<file path="src/fqs_pkg.sv">
// ----------------------------------------------------------------------------
// fqs_pkg
// Shared types and constants for the FIFO queue with linear search.
// ----------------------------------------------------------------------------
package fqs_pkg;

   localparam int DATA_W    = 32;
   localparam int CMD_W     = 2;
   localparam int STATUS_W  = 2;
   localparam int DIST_W    = 4;
   localparam int FILL_W    = 5;
   localparam int DEPTH_DEF = 16;

   typedef enum logic [CMD_W-1:0] {
      CMD_PUSH   = 2'd0,
      CMD_POP    = 2'd1,
      CMD_SEARCH = 2'd2
   } command_type;

   typedef enum logic [STATUS_W-1:0] {
      ST_OK        = 2'd0,
      ST_EMPTY     = 2'd1,
      ST_FULL      = 2'd2,
      ST_NOT_FOUND = 2'd3
   } status_type;

   // controller -> datapath
   typedef struct packed {
      logic       load_req;
      logic       push_write;
      logic       pop_commit;
      logic       search_start;
      logic       search_step;
      logic       set_status;
      status_type status_code;
      logic       set_dist;
      logic       result_load;
   } ctrl_type;

   // datapath -> controller
   typedef struct packed {
      logic [CMD_W-1:0] command;
      logic             full;
      logic             empty;
      logic             match;
      logic             last;
      logic             out_free;
   } stat_type;

endpackage

</file>
<file path="src/fqs_datapath.sv">
// ----------------------------------------------------------------------------
// fqs_datapath
// Entry store, head/tail pointers, count, search walker and result register.
// ----------------------------------------------------------------------------
module fqs_datapath #(
   parameter int DEPTH = fqs_pkg::DEPTH_DEF
) (
   input  logic                                clock,
   input  logic                                reset,
   input  logic [fqs_pkg::CMD_W-1:0]           req_command,
   input  logic signed [fqs_pkg::DATA_W-1:0]   req_value,
   input  fqs_pkg::ctrl_type                   ctrl,
   output fqs_pkg::stat_type                   stat,
   output logic                                rsp_valid,
   input  logic                                rsp_stall,
   output logic [fqs_pkg::STATUS_W-1:0]        rsp_status,
   output logic signed [fqs_pkg::DATA_W-1:0]   rsp_popped_value,
   output logic [fqs_pkg::DIST_W-1:0]          rsp_distance,
   output logic signed [fqs_pkg::DATA_W-1:0]   rsp_head_value,
   output logic                                rsp_is_empty,
   output logic [fqs_pkg::FILL_W-1:0]          rsp_fill_count
);
   import fqs_pkg::*;

   localparam int IDXW = $clog2(DEPTH);
   localparam int CNTW = $clog2(DEPTH + 1);

   function automatic logic [IDXW-1:0] next_idx(input logic [IDXW-1:0] i);
      return (i == IDXW'(DEPTH - 1)) ? '0 : i + 1'b1;
   endfunction

   logic [DATA_W-1:0] store_ff [DEPTH];
   logic [DATA_W-1:0] rd_data_ff;
   logic [IDXW-1:0]   rd_addr;

   logic [CMD_W-1:0]  cmd_ff, cmd_in;
   logic [DATA_W-1:0] val_ff, val_in;
   logic [IDXW-1:0]   head_ff, head_in;
   logic [IDXW-1:0]   tail_ff, tail_in;
   logic [CNTW-1:0]   count_ff, count_in;
   logic [IDXW-1:0]   sidx_ff, sidx_in;
   logic [IDXW-1:0]   k_ff, k_in;
   status_type        status_ff, status_in;
   logic [DATA_W-1:0] popped_ff, popped_in;
   logic [IDXW-1:0]   dist_ff, dist_in;

   logic                rsp_valid_ff, rsp_valid_in;
   logic [STATUS_W-1:0] rsp_status_ff, rsp_status_in;
   logic [DATA_W-1:0]   rsp_popped_ff, rsp_popped_in;
   logic [DIST_W-1:0]   rsp_dist_ff, rsp_dist_in;
   logic [DATA_W-1:0]   rsp_head_ff, rsp_head_in;
   logic                rsp_empty_ff, rsp_empty_in;
   logic [FILL_W-1:0]   rsp_fill_ff, rsp_fill_in;

   // single read port: the walker address on a search step, else the head
   assign rd_addr = ctrl.search_step ? sidx_ff : head_ff;

   always_ff @(posedge clock) begin
      if (ctrl.push_write) begin
         store_ff[tail_ff] <= val_ff;
      end
      rd_data_ff <= store_ff[rd_addr];
   end

   always_comb begin
      cmd_in    = cmd_ff;
      val_in    = val_ff;
      head_in   = head_ff;
      tail_in   = tail_ff;
      count_in  = count_ff;
      sidx_in   = sidx_ff;
      k_in      = k_ff;
      status_in = status_ff;
      popped_in = popped_ff;
      dist_in   = dist_ff;

      if (ctrl.load_req) begin
         cmd_in    = req_command;
         val_in    = req_value;
         status_in = ST_OK;
         popped_in = '0;
         dist_in   = '0;
      end
      if (ctrl.push_write) begin
         tail_in  = next_idx(tail_ff);
         count_in = count_ff + 1'b1;
      end
      if (ctrl.pop_commit) begin
         popped_in = rd_data_ff;
         head_in   = next_idx(head_ff);
         count_in  = count_ff - 1'b1;
      end
      if (ctrl.search_start) begin
         sidx_in = next_idx(head_ff);
         k_in    = '0;
      end
      if (ctrl.search_step) begin
         sidx_in = next_idx(sidx_ff);
         k_in    = k_ff + 1'b1;
      end
      if (ctrl.set_status) begin
         status_in = ctrl.status_code;
      end
      if (ctrl.set_dist) begin
         dist_in = k_ff;
      end
   end

   always_comb begin
      rsp_valid_in  = rsp_valid_ff;
      rsp_status_in = rsp_status_ff;
      rsp_popped_in = rsp_popped_ff;
      rsp_dist_in   = rsp_dist_ff;
      rsp_head_in   = rsp_head_ff;
      rsp_empty_in  = rsp_empty_ff;
      rsp_fill_in   = rsp_fill_ff;
      if (rsp_valid_ff && !rsp_stall) begin
         rsp_valid_in = 1'b0;
      end
      if (ctrl.result_load) begin
         rsp_valid_in  = 1'b1;
         rsp_status_in = status_ff;
         rsp_popped_in = popped_ff;
         rsp_dist_in   = DIST_W'(dist_ff);
         rsp_head_in   = (count_ff == '0) ? '0 : rd_data_ff;
         rsp_empty_in  = (count_ff == '0);
         rsp_fill_in   = FILL_W'(count_ff);
      end
   end

   always_ff @(posedge clock) begin
      if (reset) begin
         head_ff      <= '0;
         tail_ff      <= '0;
         count_ff     <= '0;
         rsp_valid_ff <= 1'b0;
      end else begin
         head_ff      <= head_in;
         tail_ff      <= tail_in;
         count_ff     <= count_in;
         rsp_valid_ff <= rsp_valid_in;
      end
   end

   always_ff @(posedge clock) begin
      cmd_ff        <= cmd_in;
      val_ff        <= val_in;
      sidx_ff       <= sidx_in;
      k_ff          <= k_in;
      status_ff     <= status_in;
      popped_ff     <= popped_in;
      dist_ff       <= dist_in;
      rsp_status_ff <= rsp_status_in;
      rsp_popped_ff <= rsp_popped_in;
      rsp_dist_ff   <= rsp_dist_in;
      rsp_head_ff   <= rsp_head_in;
      rsp_empty_ff  <= rsp_empty_in;
      rsp_fill_ff   <= rsp_fill_in;
   end

   always_comb begin
      stat.command  = cmd_ff;
      stat.full     = (count_ff == CNTW'(DEPTH));
      stat.empty    = (count_ff == '0);
      stat.match    = (rd_data_ff == val_ff);
      stat.last     = ((CNTW'(k_ff) + CNTW'(1)) == count_ff);
      stat.out_free = !rsp_valid_ff || !rsp_stall;
   end

   assign rsp_valid        = rsp_valid_ff;
   assign rsp_status       = rsp_status_ff;
   assign rsp_popped_value = rsp_popped_ff;
   assign rsp_distance     = rsp_dist_ff;
   assign rsp_head_value   = rsp_head_ff;
   assign rsp_is_empty     = rsp_empty_ff;
   assign rsp_fill_count   = rsp_fill_ff;

endmodule

</file>
<file path="src/fqs_ctrl.sv">
// ----------------------------------------------------------------------------
// fqs_ctrl
// Command sequencer: issues store accesses and the search walk step by step.
// ----------------------------------------------------------------------------
module fqs_ctrl (
   input  logic              clock,
   input  logic              reset,
   input  logic              req_valid,
   output logic              req_stall,
   input  fqs_pkg::stat_type stat,
   output fqs_pkg::ctrl_type ctrl
);
   import fqs_pkg::*;

   typedef enum logic [5:0] {
      S_IDLE      = 6'b000001,
      S_EXEC      = 6'b000010,
      S_POP_WAIT  = 6'b000100,
      S_SEARCH    = 6'b001000,
      S_HEAD_RD   = 6'b010000,
      S_HEAD_WAIT = 6'b100000
   } state_type;

   state_type state_ff, state_in;

   assign req_stall = (state_ff != S_IDLE);

   always_comb begin
      state_in = state_ff;
      ctrl     = '0;
      case (state_ff)
         S_IDLE: begin
            if (req_valid) begin
               ctrl.load_req = 1'b1;
               state_in      = S_EXEC;
            end
         end
         S_EXEC: begin
            state_in = S_HEAD_RD;
            case (stat.command)
               CMD_PUSH: begin
                  if (stat.full) begin
                     ctrl.set_status  = 1'b1;
                     ctrl.status_code = ST_FULL;
                  end else begin
                     ctrl.push_write = 1'b1;
                  end
               end
               CMD_POP: begin
                  if (stat.empty) begin
                     ctrl.set_status  = 1'b1;
                     ctrl.status_code = ST_EMPTY;
                  end else begin
                     state_in = S_POP_WAIT;   // head entry read in flight
                  end
               end
               CMD_SEARCH: begin
                  if (stat.empty) begin
                     ctrl.set_status  = 1'b1;
                     ctrl.status_code = ST_NOT_FOUND;
                  end else begin
                     ctrl.search_start = 1'b1;
                     state_in          = S_SEARCH;
                  end
               end
               default: begin
               end
            endcase
         end
         S_POP_WAIT: begin
            ctrl.pop_commit = 1'b1;
            state_in        = S_HEAD_RD;
         end
         S_SEARCH: begin
            // compare entry k; if it neither matches nor is last, issue the read of entry k+1
            if (stat.match) begin
               ctrl.set_dist = 1'b1;
               state_in      = S_HEAD_RD;
            end else if (stat.last) begin
               ctrl.set_status  = 1'b1;
               ctrl.status_code = ST_NOT_FOUND;
               state_in         = S_HEAD_RD;
            end else begin
               ctrl.search_step = 1'b1;
            end
         end
         S_HEAD_RD: begin
            state_in = S_HEAD_WAIT;
         end
         S_HEAD_WAIT: begin
            if (stat.out_free) begin
               ctrl.result_load = 1'b1;
               state_in         = S_IDLE;
            end
         end
         default: begin
            state_in = S_IDLE;
         end
      endcase
   end

   always_ff @(posedge clock) begin
      if (reset) begin
         state_ff <= S_IDLE;
      end else begin
         state_ff <= state_in;
      end
   end

endmodule

</file>
<file path="src/fifo_queue_with_search.sv">
// ----------------------------------------------------------------------------
// fifo_queue_with_search
// Bounded FIFO of signed 32-bit values with push, pop and linear search.
// ----------------------------------------------------------------------------
// One command is in work at a time; every command returns one result that
// also reports the head value, empty flag and fill count after the command.
// From acceptance to the result being registered, push, the unused command
// code and commands that fail at once pass S_EXEC, S_HEAD_RD and S_HEAD_WAIT;
// pop adds S_POP_WAIT, and a search on a non-empty queue stays in S_SEARCH
// for each entry compared. The search rate is set by the entry store's single
// read port, walked one entry per cycle from the head. The result sits in an
// output register, so the next command is accepted while it waits.
// ----------------------------------------------------------------------------
module fifo_queue_with_search #(
   parameter int DEPTH = fqs_pkg::DEPTH_DEF
) (
   input  logic                                clock,
   input  logic                                reset,
   input  logic                                req_valid,
   output logic                                req_stall,
   input  logic [fqs_pkg::CMD_W-1:0]           req_command,
   input  logic signed [fqs_pkg::DATA_W-1:0]   req_value,
   output logic                                rsp_valid,
   input  logic                                rsp_stall,
   output logic [fqs_pkg::STATUS_W-1:0]        rsp_status,
   output logic signed [fqs_pkg::DATA_W-1:0]   rsp_popped_value,
   output logic [fqs_pkg::DIST_W-1:0]          rsp_distance,
   output logic signed [fqs_pkg::DATA_W-1:0]   rsp_head_value,
   output logic                                rsp_is_empty,
   output logic [fqs_pkg::FILL_W-1:0]          rsp_fill_count
);
   import fqs_pkg::*;

   ctrl_type ctrl;
   stat_type stat;

   fqs_ctrl u_ctrl (
      .clock     (clock),
      .reset     (reset),
      .req_valid (req_valid),
      .req_stall (req_stall),
      .stat      (stat),
      .ctrl      (ctrl)
   );

   fqs_datapath #(
      .DEPTH (DEPTH)
   ) u_datapath (
      .clock            (clock),
      .reset            (reset),
      .req_command      (req_command),
      .req_value        (req_value),
      .ctrl             (ctrl),
      .stat             (stat),
      .rsp_valid        (rsp_valid),
      .rsp_stall        (rsp_stall),
      .rsp_status       (rsp_status),
      .rsp_popped_value (rsp_popped_value),
      .rsp_distance     (rsp_distance),
      .rsp_head_value   (rsp_head_value),
      .rsp_is_empty     (rsp_is_empty),
      .rsp_fill_count   (rsp_fill_count)
   );

endmodule

</file>
<file path="config.mk">
export PLATFORM = sky130hd
export DESIGN_NAME = fifo_queue_with_search
export DESIGN_NICKNAME = d
export VERILOG_FILES = /design/src/fqs_pkg.sv /design/src/fqs_datapath.sv /design/src/fqs_ctrl.sv /design/src/fifo_queue_with_search.sv
export SDC_FILE = /design/constraint.sdc
export NUM_CORES = 1
export LEC_CHECK = 0
export BUFFER_PORTS_ARGS = -buffer_cell sky130_fd_sc_hd__buf_2
export CAP_MARGIN = 15
export CORE_MARGIN = 2
export CORE_UTILIZATION = 55
export CTS_CLUSTER_SIZE = 25
export DETAILED_ROUTE_END_ITERATION = 6
export PLACE_DENSITY = 0.75
export SYNTH_ARGS = -nofsm -noshare
export SYNTH_HDL_FRONTEND = slang
export SYNTH_SLANG_ARGS = --single-unit
export TNS_END_PERCENT = 30
</file>
<file path="constraint.sdc">
create_clock -name clock -period 4.9 [get_ports clock]
set_input_delay 0.245 -clock clock [delete_from_list [all_inputs] [get_ports clock]]
set_output_delay 0.245 -clock clock [all_outputs]
set_load 0.02 [all_outputs]
</file>
Yosys cells after proc, flatten, opt, wreduce, memory -nomap -nowiden
Memories as Yosys holds them, arrays and structs flattened. A register that Yosys moved wholly into a read port is not among the register bits.
Index checks and enable logic that the tools add are counted.
{"block": "word_totals", "regBits": 176, "ram_bits": 512, "in_bits": 38, "out_inout_bits": 78, "memories": 1}
{"name": "u_datapath.store_ff", "words": 16, "word_bits": 32, "read_ports": 1, "rd_clocked_by_memory_dff": 1, "wr": 1, "line_no": "fqs_datapath.sv:32", "text": "logic [DATA_W-1:0] store_ff [DEPTH];"}
{"block": "op_classes", "addsub": 7, "n_eq_ne": 18, "n_mux": 50, "reduce_logical": 13}
{"op": "2-to-1 mux 32 bit", "count": 2}
{"op": "2-to-1 mux 4 bit", "count": 11}
{"op": "one-hot mux 6 bit (6 select lines)", "count": 1}
{"op": "equality test 32 bit", "count": 1}
{"op": "2-to-1 mux 6 bit", "count": 4}
{"op": "2-to-1 mux 5 bit", "count": 4}
{"op": "2-to-1 mux 1 bit", "count": 19}
{"op": "adder 4 x 1 -> 4 bit (second input constant)", "count": 4}
{"op": "equality test 4 bit (second input constant)", "count": 3}
{"op": "2-to-1 mux 3 bit", "count": 4}
{"op": "one-hot mux 6 bit (2 select lines)", "count": 1}
{"op": "nonzero test 2 bit", "count": 6}
{"op": "one-hot mux 3 bit (3 select lines)", "count": 1}
{"op": "equality test 6 x 1 -> 1 bit (second input constant)", "count": 1}
{"op": "equality test 6 x 2 -> 1 bit (second input constant)", "count": 1}
{"op": "equality test 6 x 3 -> 1 bit (second input constant)", "count": 1}
{"op": "equality test 6 x 4 -> 1 bit (second input constant)", "count": 1}
{"op": "equality test 6 x 5 -> 1 bit (second input constant)", "count": 1}
{"op": "equality test 6 bit (second input constant)", "count": 1}
{"op": "inequality test 6 x 1 -> 1 bit (second input constant)", "count": 1}
{"op": "one-hot mux 3 bit (2 select lines)", "count": 1}
{"op": "adder 4 x 1 -> 5 bit (second input constant)", "count": 1}
{"op": "adder 5 x 1 -> 5 bit (second input constant)", "count": 1}
{"op": "equality test 5 bit", "count": 1}
{"op": "other kinds (13)", "count": 16}

Logic depth before layout (Yosys ltp)
Gate-level depths: netlist of run 1.
{"block": "depth", "depth_word": 6, "ltp_mapped": 12}

By module
A second synthesis of run 1 with hierarchy kept.
{"block": "hier_totals", "cells_unflattened": 1525, "area_unflattened_um2": 27178.6}
{"module": "fqs_datapath", "n_inst": 1, "cells_each": 1461, "area_each_um2": 26650.6, "seq_area_each_um2": 20980.1}
{"module": "fqs_ctrl", "n_inst": 1, "cells_each": 64, "area_each_um2": 528.0, "seq_area_each_um2": 120.1}

Least setup slack after synthesis of run 1
Ideal clock, no wire load.
{"block": "synth_timing", "kind": "reg-to-reg", "start": "register u_ctrl.state_ff[1]", "end": "register u_datapath.rsp_dist_ff[0], in the netlist u_datapath.rsp_distance[0], enable pin", "setup_ns": 0.535, "t_arrival_ns": 4.626, "required_ns": 4.365, "setup_slack_ns": -0.262, "path_stages_with_launch": 4, "n_path_buf": 0, "cell_sequence": "dfxtp_1 -> nor4_1 -> nand3b_1 -> a21oi_1"}
{"item": "start, declared", "line_no": "fqs_ctrl.sv:24", "text": "state_type state_ff, state_in;"}
{"item": "start signal, assigned", "line_no": "fqs_ctrl.sv:106", "text": "state_ff <= state_in;"}
{"item": "end signal, assigned", "line_no": "fqs_datapath.sv:155", "text": "rsp_dist_ff <= rsp_dist_in;"}
{"item": "end, declared", "line_no": "fqs_datapath.sv:50", "text": "logic [DIST_W-1:0] rsp_dist_ff, rsp_dist_in;"}

Worst setup path in the final report of run 1
{"block": "layout_timing", "start": "register u_datapath.val_ff[20]", "end": "register u_datapath.rd_data_ff[16] (read register of u_datapath.store_ff)"}
{"block": "layout_via", "elab_chain_cells": 4}
{"item": "start, declared", "line_no": "fqs_datapath.sv:37", "text": "logic [DATA_W-1:0] val_ff, val_in;"}
{"item": "start signal, assigned", "line_no": "fqs_datapath.sv:147", "text": "val_ff <= val_in;"}
{"item": "equality test 32 bit", "line_no": "fqs_datapath.sv:165", "text": "stat.match = (rd_data_ff == val_ff);"}
{"item": "2-to-1 mux 4 bit", "line_no": "fqs_ctrl.sv:76", "text": "if (stat.match) begin"}
{"item": "2-to-1 mux 1 bit", "line_no": "fqs_ctrl.sv:31", "text": "case (state_ff)"}
{"item": "2-to-1 mux 4 bit", "line_no": "fqs_datapath.sv:56", "text": "assign rd_addr = ctrl.search_step ? sidx_ff : head_ff;"}
{"item": "end, declared", "line_no": "fqs_datapath.sv:33", "text": "logic [DATA_W-1:0] rd_data_ff;"}
Every way passes these cells.
A chain may end at the register's enable or synchronous reset.

==> flow_summary.json, run 1 <==
{
  "worstHoldPathType": "in2reg",
  "rsz0062_at_grt": "false",
  "cp_max_fo": 52,
  "synth_most_common_cell": "edfxtp_1",
  "hold_depth": 2,
  "reg2reg_from": "u_datapath.val_ff[20]",
  "synth_common_cells": "668 x edfxtp_1, 264 x mux2i_1, 128 x o22ai_1, 52 x dfxtp_1",
  "synthCells": 1518,
  "r2r_slack_ps": 940,
  "crit_path_end_kind": "flop",
  "stdcell_count": 2440,
  "finalCritPeriodShare_pct": 80.88,
  "crit_chain": "xnor2_1 -> nand4_1 -> nor4_1 -> buf_4 -> a211oi_2 -> mux2i_4 -> buf_12 -> buf_12 -> mux2i_1 -> o22ai_1 -> or4_1",
  "slew_headroom_pct": 32.44,
  "yosys.area.top_type": "edfxtp_1",
  "tightest_slew_ps": 1011,
  "max_freq_ghz": 0.2523,
  "synth_cell_type_count": 49,
  "cts_root_buf": "clkbuf_16",
  "remaining_drc_errors": 0,
  "dieArea_um2": 51160,
  "power.leakage_nw": 12.22,
  "drtIter0Drc": 1472,
  "outcome": "finished clean",
  "p_seq_share_pct": 56.6,
  "synth-main-ff-cell": "edfxtp_1",
  "grt_first_pass_wirelength_mm": 87.98,
  "cp-start-kind": "flop",
  "gp_congestion": 0.8295,
  "cts.sinks": 720,
  "clk_pin_slew_ps": 60,
  "core_region_area_um2": 48850,
  "crit_type": "reg2reg",
  "path_buf_inv": 3,
  "h-tree-depth": 3,
  "r2r-end": "u_datapath.rd_data_ff[16]",
  "grt_start_max_net_pins": 77,
  "ys_seq_area_share_pct": 77.71,
  "fin_skew_ps": 24.43,
  "ys_ff_latch": 720,
  "required_ps": 5350,
  "power.density_nw_per_um2": 417.4,
  "cpMaxStageDelayCell": "edfxtp_1",
  "maxSlewViolCount": 0,
  "setup_ws_ps": 936.7,
  "min_to": "u_datapath.head_ff[2]",
  "min_period_ps": 3963,
  "grt_usage_pct": 23.88,
  "rows": 81,
  "grt_pass1_vias": 14010,
  "placed_cells": 2277,
  "netlist.area_leader.share_pct": 73.88,
  "fillers": 3295,
  "ir_drop_v": 0.0002475,
  "overflow": 0,
  "p_sw_share_pct": 21.46,
  "cpLargestDelayFamily": "simple AND/OR/NAND/NOR gates",
  "place_hpwl_mm": 33.39,
  "internal_power_w": 0.01033,
  "antennaDiodeCount": 0,
  "p_comb_share_pct": 3.8,
  "max_stage_delay_ps": 600,
  "crit_start": "u_datapath.val_ff[20]",
  "final_util_pct": 64.52,
  "ios": 116,
  "antenna_found_initial": 3,
  "wl_met1_mm": 24.05,
  "die_w_um": 226.2,
  "cts_tree": "done",
  "syn_area_um2": 27150,
  "r2r_cells": 11,
  "setup_viol": 0,
  "power_frac_clock_pct": 39.7,
  "syn_nets": 1571,
  "max_cap_violations": 0,
  "synth_async_sr_flop_share_pct": 0,
  "synthesis.area_per_instance_um2": 17.89,
  "post_cts_buffers": 0,
  "cp.arrival_ps": 4420,
  "regArea_um2": 21100,
  "drive_above_1_share_pct": 16.50,
  "synth.area.top_cells": "edfxtp_1 74%, mux2i_1 9.7%, dfxtp_1 3.8%",
  "num_vias": 14300,
  "die_h_um": 226.2,
  "place_ws_ps": 1038,
  "ant_nets": 0,
  "wirelength_mm": 60.20,
  "setup-tns-final_ps": 0,
  "via_per_inst": 5.860,
  "met2_length_mm": 28.46,
  "hold_start": "reset",
  "synth_warnings": 0,
  "clock_path_buffers": 3,
  "first_pass_iters": 5,
  "nNetsFinal": 1774,
  "insertion_delay_ps": 600,
  "finalHoldViolations": 0,
  "area_growth_pct": 16.08,
  "portBuffers": 115,
  "wl_per_cell_um": 24.67,
  "top_layer": "met4",
  "p_switching_w": 0.002823,
  "start_util_pct": 55.58,
  "wl_met3_mm": 6.158,
  "cpMostUsedCell": "buf_12",
  "numCtsBuffers": 71,
  "multi_input_area_um2": 5792,
  "synth-edff-count": 668
}
[logic make-up (layout without fill, tap and decap cells)]
group / after synthesis / in the layout / synth area share, %
flops: 720 / 720 / 77.71
compound gates: 166 / 166 / 3.876
mux: 270 / 270 / 10.02
xor+xnor: 48 / 48 / 1.599
simple gates: 216 / 216 / 4.631
buf+inv: 83 / 341 / 1.442
fa+ha+maj: 15 / 15 / 0.7189
[per-stage QoR]
stage	total power (W)	instance area (um^2)	hold slack, ps
global placement	0.008011	28960	403.5
global route	0.01353	31520	63.81
finish	0.01316	31520	65.25
CTS	0.01320	31520	29.70
floorplan	0.007740	27150	343.9
detailed placement	0.008040	28960	404.5
[worst reg2reg max path, stage by stage (launching register included)]
cell and delay (ps):
edfxtp_1 600, xnor2_1 590, nand4_1 150, nor4_1 400, buf_4 200, a211oi_2 110, mux2i_4 210, buf_12 240
buf_12 360, mux2i_1 340, o22ai_1 110, or4_1 530
[placed cells by master (no fill, tap or decap), types with 9 or more instances in the layout]
cell type / synthesis / layout
nor2_4: 0 / 12
mux2i_1: 264 / 264
dfxtp_1: 52 / 52
buf_2: 40 / 115
clkbuf_16: 0 / 72
nor2_1: 36 / 23
clkinv_2: 0 / 9
nand2_1: 26 / 26
and2_1: 40 / 40
dlygate4sd3_1: 0 / 35
ha_1: 14 / 14
o22ai_1: 128 / 128
nand4_1: 10 / 10
o21ai_0: 9 / 9
or4_1: 34 / 34
inv_1: 14 / 13
clkbuf_1: 20 / 24
xnor2_1: 39 / 39
buf_12: 0 / 19
edfxtp_1: 668 / 668
nor2b_1: 38 / 38
clkinv_1: 0 / 10
buf_4: 6 / 30
[repair_timing]
action,4_1_cts,5_1_grt
resized for setup,0,0
endpoints found under the hold margin,35,0
hold buffers,35,0
[power by group through the flow]
stage	Clock (W)	Combinational (W)	Sequential, W
after floorplan	0	0.000236	0.00750
after global placement	0	0.000463	0.00755
after detailed placement	0	0.000473	0.00757
after CTS	0.00527	0.000497	0.00744
after global routing	0.00552	0.000533	0.00748
final	0.00522	0.000496	0.00744
[how the worst max path moves through the flow]
stage	endpoint	slack [ps]	cells after the start
final	u_datapath.rd_data_ff[16]	940	11
after global routing	u_datapath.rd_data_ff[16]	810	11
after CTS	u_datapath.rd_data_ff[16]	980	11
after detailed placement	u_datapath.rd_data_ff[19]	1040	11
after global placement	u_datapath.rd_data_ff[27]	1090	11
after floorplan	u_datapath.store_ff[3][0]	200	6
[final cells by class]
type,count,share of cell area [%]
multi-input cells,715,18.38
well taps,664,2.636
clock buffers,98,6.090
inverters,14,0.1667
flip-flops and latches,720,66.95
repair buffers,199,4.859
clock inverters,30,0.9210
[per-layer routing]
layer	up-vias	track usage, %
li1	6365	-
met1	7126	32.41
met2	694	37.83
met3	113	6.167
met4	0	8.107
met5	-	0
[state kept, by name, summed over array words and instances, names as in the netlist, 5 cells and up]
signal	count
u_datapath.rd_data_ff	32
u_datapath.count_ff	5
u_datapath.store_ff	512
u_datapath.rsp_fill_count	5
u_datapath.rsp_popped_value	32
u_datapath.rsp_head_value	32
u_datapath.popped_ff	32
u_datapath.val_ff	32
u_ctrl.state_ff	6
Note: power is estimated with default switching activity, not from simulation.
==> run 2, diff against run 1 <==
Clock period 4.9 ns to 3.3 ns, I/O delays scaled along.
==> flow_summary.json, run 2 (synthesized netlist as in run 1, its figures left out) <==
{
  "outcome": "finished with violations",
  "violations": "negative setup slack",
  "min_period_ps": 3426,
  "cp_max_fo": 22,
  "finalCritPeriodShare_pct": 103.8,
  "tightest_slew_ps": 663.0,
  "h-tree-depth": 3,
  "grt_usage_pct": 24.55,
  "overflow": 0,
  "place_ws_ps": -436.0,
  "drive_above_1_share_pct": 22.75,
  "required_ps": 3770,
  "finalHoldViolations": 0,
  "grt_pass1_vias": 14550,
  "r2r-end": "u_datapath.rd_data_ff[28]",
  "portBuffers": 115,
  "drtIter0Drc": 1379,
  "power_frac_clock_pct": 40.0,
  "antenna_found_initial": 1,
  "die_h_um": 226.2,
  "hold_depth": 2,
  "power.density_nw_per_um2": 607.2,
  "num_vias": 14710,
  "ant_nets": 0,
  "ir_drop_v": 0.0004599,
  "min_to": "u_datapath.val_ff[10]",
  "r2r_slack_ps": -130,
  "hold_start": "req_value[10]",
  "final_common_cell": "edfxtp_1",
  "max_cap_violations": 0,
  "p_seq_share_pct": 54.0,
  "rows": 81,
  "p_sw_share_pct": 21.51,
  "cts_root_buf": "clkbuf_16",
  "remaining_drc_errors": 0,
  "power.leakage_nw": 12.95,
  "internal_power_w": 0.01574,
  "rsz0062_at_grt": "true",
  "worstHoldPathType": "in2reg",
  "nNetsFinal": 1875,
  "slew_headroom_pct": 55.70,
  "maxSlewViolCount": 0,
  "place_hpwl_mm": 36.51,
  "first_pass_iters": 5,
  "r2r_cells": 12,
  "top_register": "u_datapath.store_ff",
  "wirelength_mm": 62.22,
  "antennaDiodeCount": 0,
  "fin_hold_ws_ps": 256.6,
  "grt_first_pass_wirelength_mm": 90.25,
  "largest_reg_flops": 512,
  "area_growth_pct": 21.63,
  "layout_common_cells": "668 x edfxtp_1, 258 x mux2i_1, 128 x o22ai_1",
  "fillers": 3157,
  "cts_tree": "done",
  "crit_type": "reg2reg",
  "core_region_area_um2": 48850,
  "gp_congestion": 0.8107,
  "cp-start-kind": "flop",
  "crit_path_end_kind": "flop",
  "power_w": 0.02005,
  "max_freq_ghz": 0.2919,
  "start_util_pct": 55.58,
  "p_comb_share_pct": 6.0,
  "clock_path_buffers": 3,
  "cp.arrival_ps": 3890,
  "clk_pin_slew_ps": 60,
  "ios": 116,
  "grt_start_max_net_pins": 33,
  "numCtsBuffers": 72,
  "fin_skew_ps": 28.21,
  "via_per_inst": 5.779,
  "setup_ws_ps": -126.0,
  "insertion_delay_ps": 620,
  "cts.sinks": 720,
  "dieArea_um2": 51160,
  "wl_per_cell_um": 24.45,
  "die_w_um": 226.2,
  "setup_viol": 30,
  "reg2reg_from": "u_datapath.val_ff[7]",
  "p_switching_w": 0.004312
}
==> run 2: critical path, stage by stage (launching register included) <==
cell      delay [ps]
edfxtp_1         540
xnor2_2          300
nand4_1          200
nor4_4           350
buf_4            210
a211oi_4          80
mux2i_4          230
buf_4            150
buf_6            140
buf_12           200
mux2i_1          220
o22ai_1          100
or4_1            560
==> run 2: layout make-up <==
class	instances	area (um^2)	share of cell area, %
Sequential cell	720	21100	63.90
Multi-Input combinational cell	715	5979	18.11
Timing Repair Buffer	299	2695	8.161
Clock buffer	97	2007	6.077
Tap cell	664	830.8	2.516
Clock inverter	36	356.6	1.080
Inverter	14	52.55	0.1591
==> run 2: worst max-delay path by stage <==
stage / start / endpoint / slack (ps) / depth (start not counted)
final: u_datapath.val_ff[7] / u_datapath.rd_data_ff[28] / -130 / 12
after detailed placement: u_datapath.val_ff[4] / u_datapath.rd_data_ff[13] / -440 / 11
after CTS: u_datapath.val_ff[14] / u_datapath.rd_data_ff[13] / 7 / 12
after floorplan: u_ctrl.state_ff[0] / u_datapath.store_ff[10][0] / -400 / 6
after global placement: u_datapath.val_ff[4] / u_datapath.rd_data_ff[10] / -360 / 11
after global routing: u_datapath.val_ff[7] / u_datapath.rd_data_ff[28] / -230 / 12
==> run 2: power by group through the flow <==
stage	combinational (W)	sequential, W	clock [W]
2_1_floorplan	0.000352	0.0111	0
3_3_place_gp	0.00105	0.0110	0
3_5_place_dp	0.00110	0.0110	0
4_1_cts	0.00121	0.0108	0.00810
5_1_grt	0.00131	0.0108	0.00847
6_report	0.00121	0.0108	0.00801
==> run 2: repair_timing <==
item	in CTS	in global routing
setup buffers	8	1
pin swaps	7	9
setup endpoints to repair	33	32
gates resized for setup	20	11
cloned	1	0
hold buffers	38	0
endpoints found under the hold margin	49	0
==> run 2: per-stage QoR <==
stage | cell area (um^2) | instances | utilization (%) | setup TNS [ps]
global route | 33020 | 2545 | 67.60 | -4892
CTS | 32960 | 2544 | 67.47 | 0
detailed placement | 30000 | 2364 | 61.41 | -11410
global placement | 30000 | 2364 | 61.41 | -9792
finish | 33020 | 2545 | 67.60 | -1297
floorplan | 27200 | 1518 | - | -137420
==> run 2: layer usage <==
metal / wire length [um] / track usage [%] / vias up
met1: 24320 / 32.61 / 7332
met2: 30850 / 40.76 / 680
met4: 1816 / 9.826 / 0
met5: 0 / 0 / -
met3: 5237 / 3.994 / 106
li1: - / - / 6589
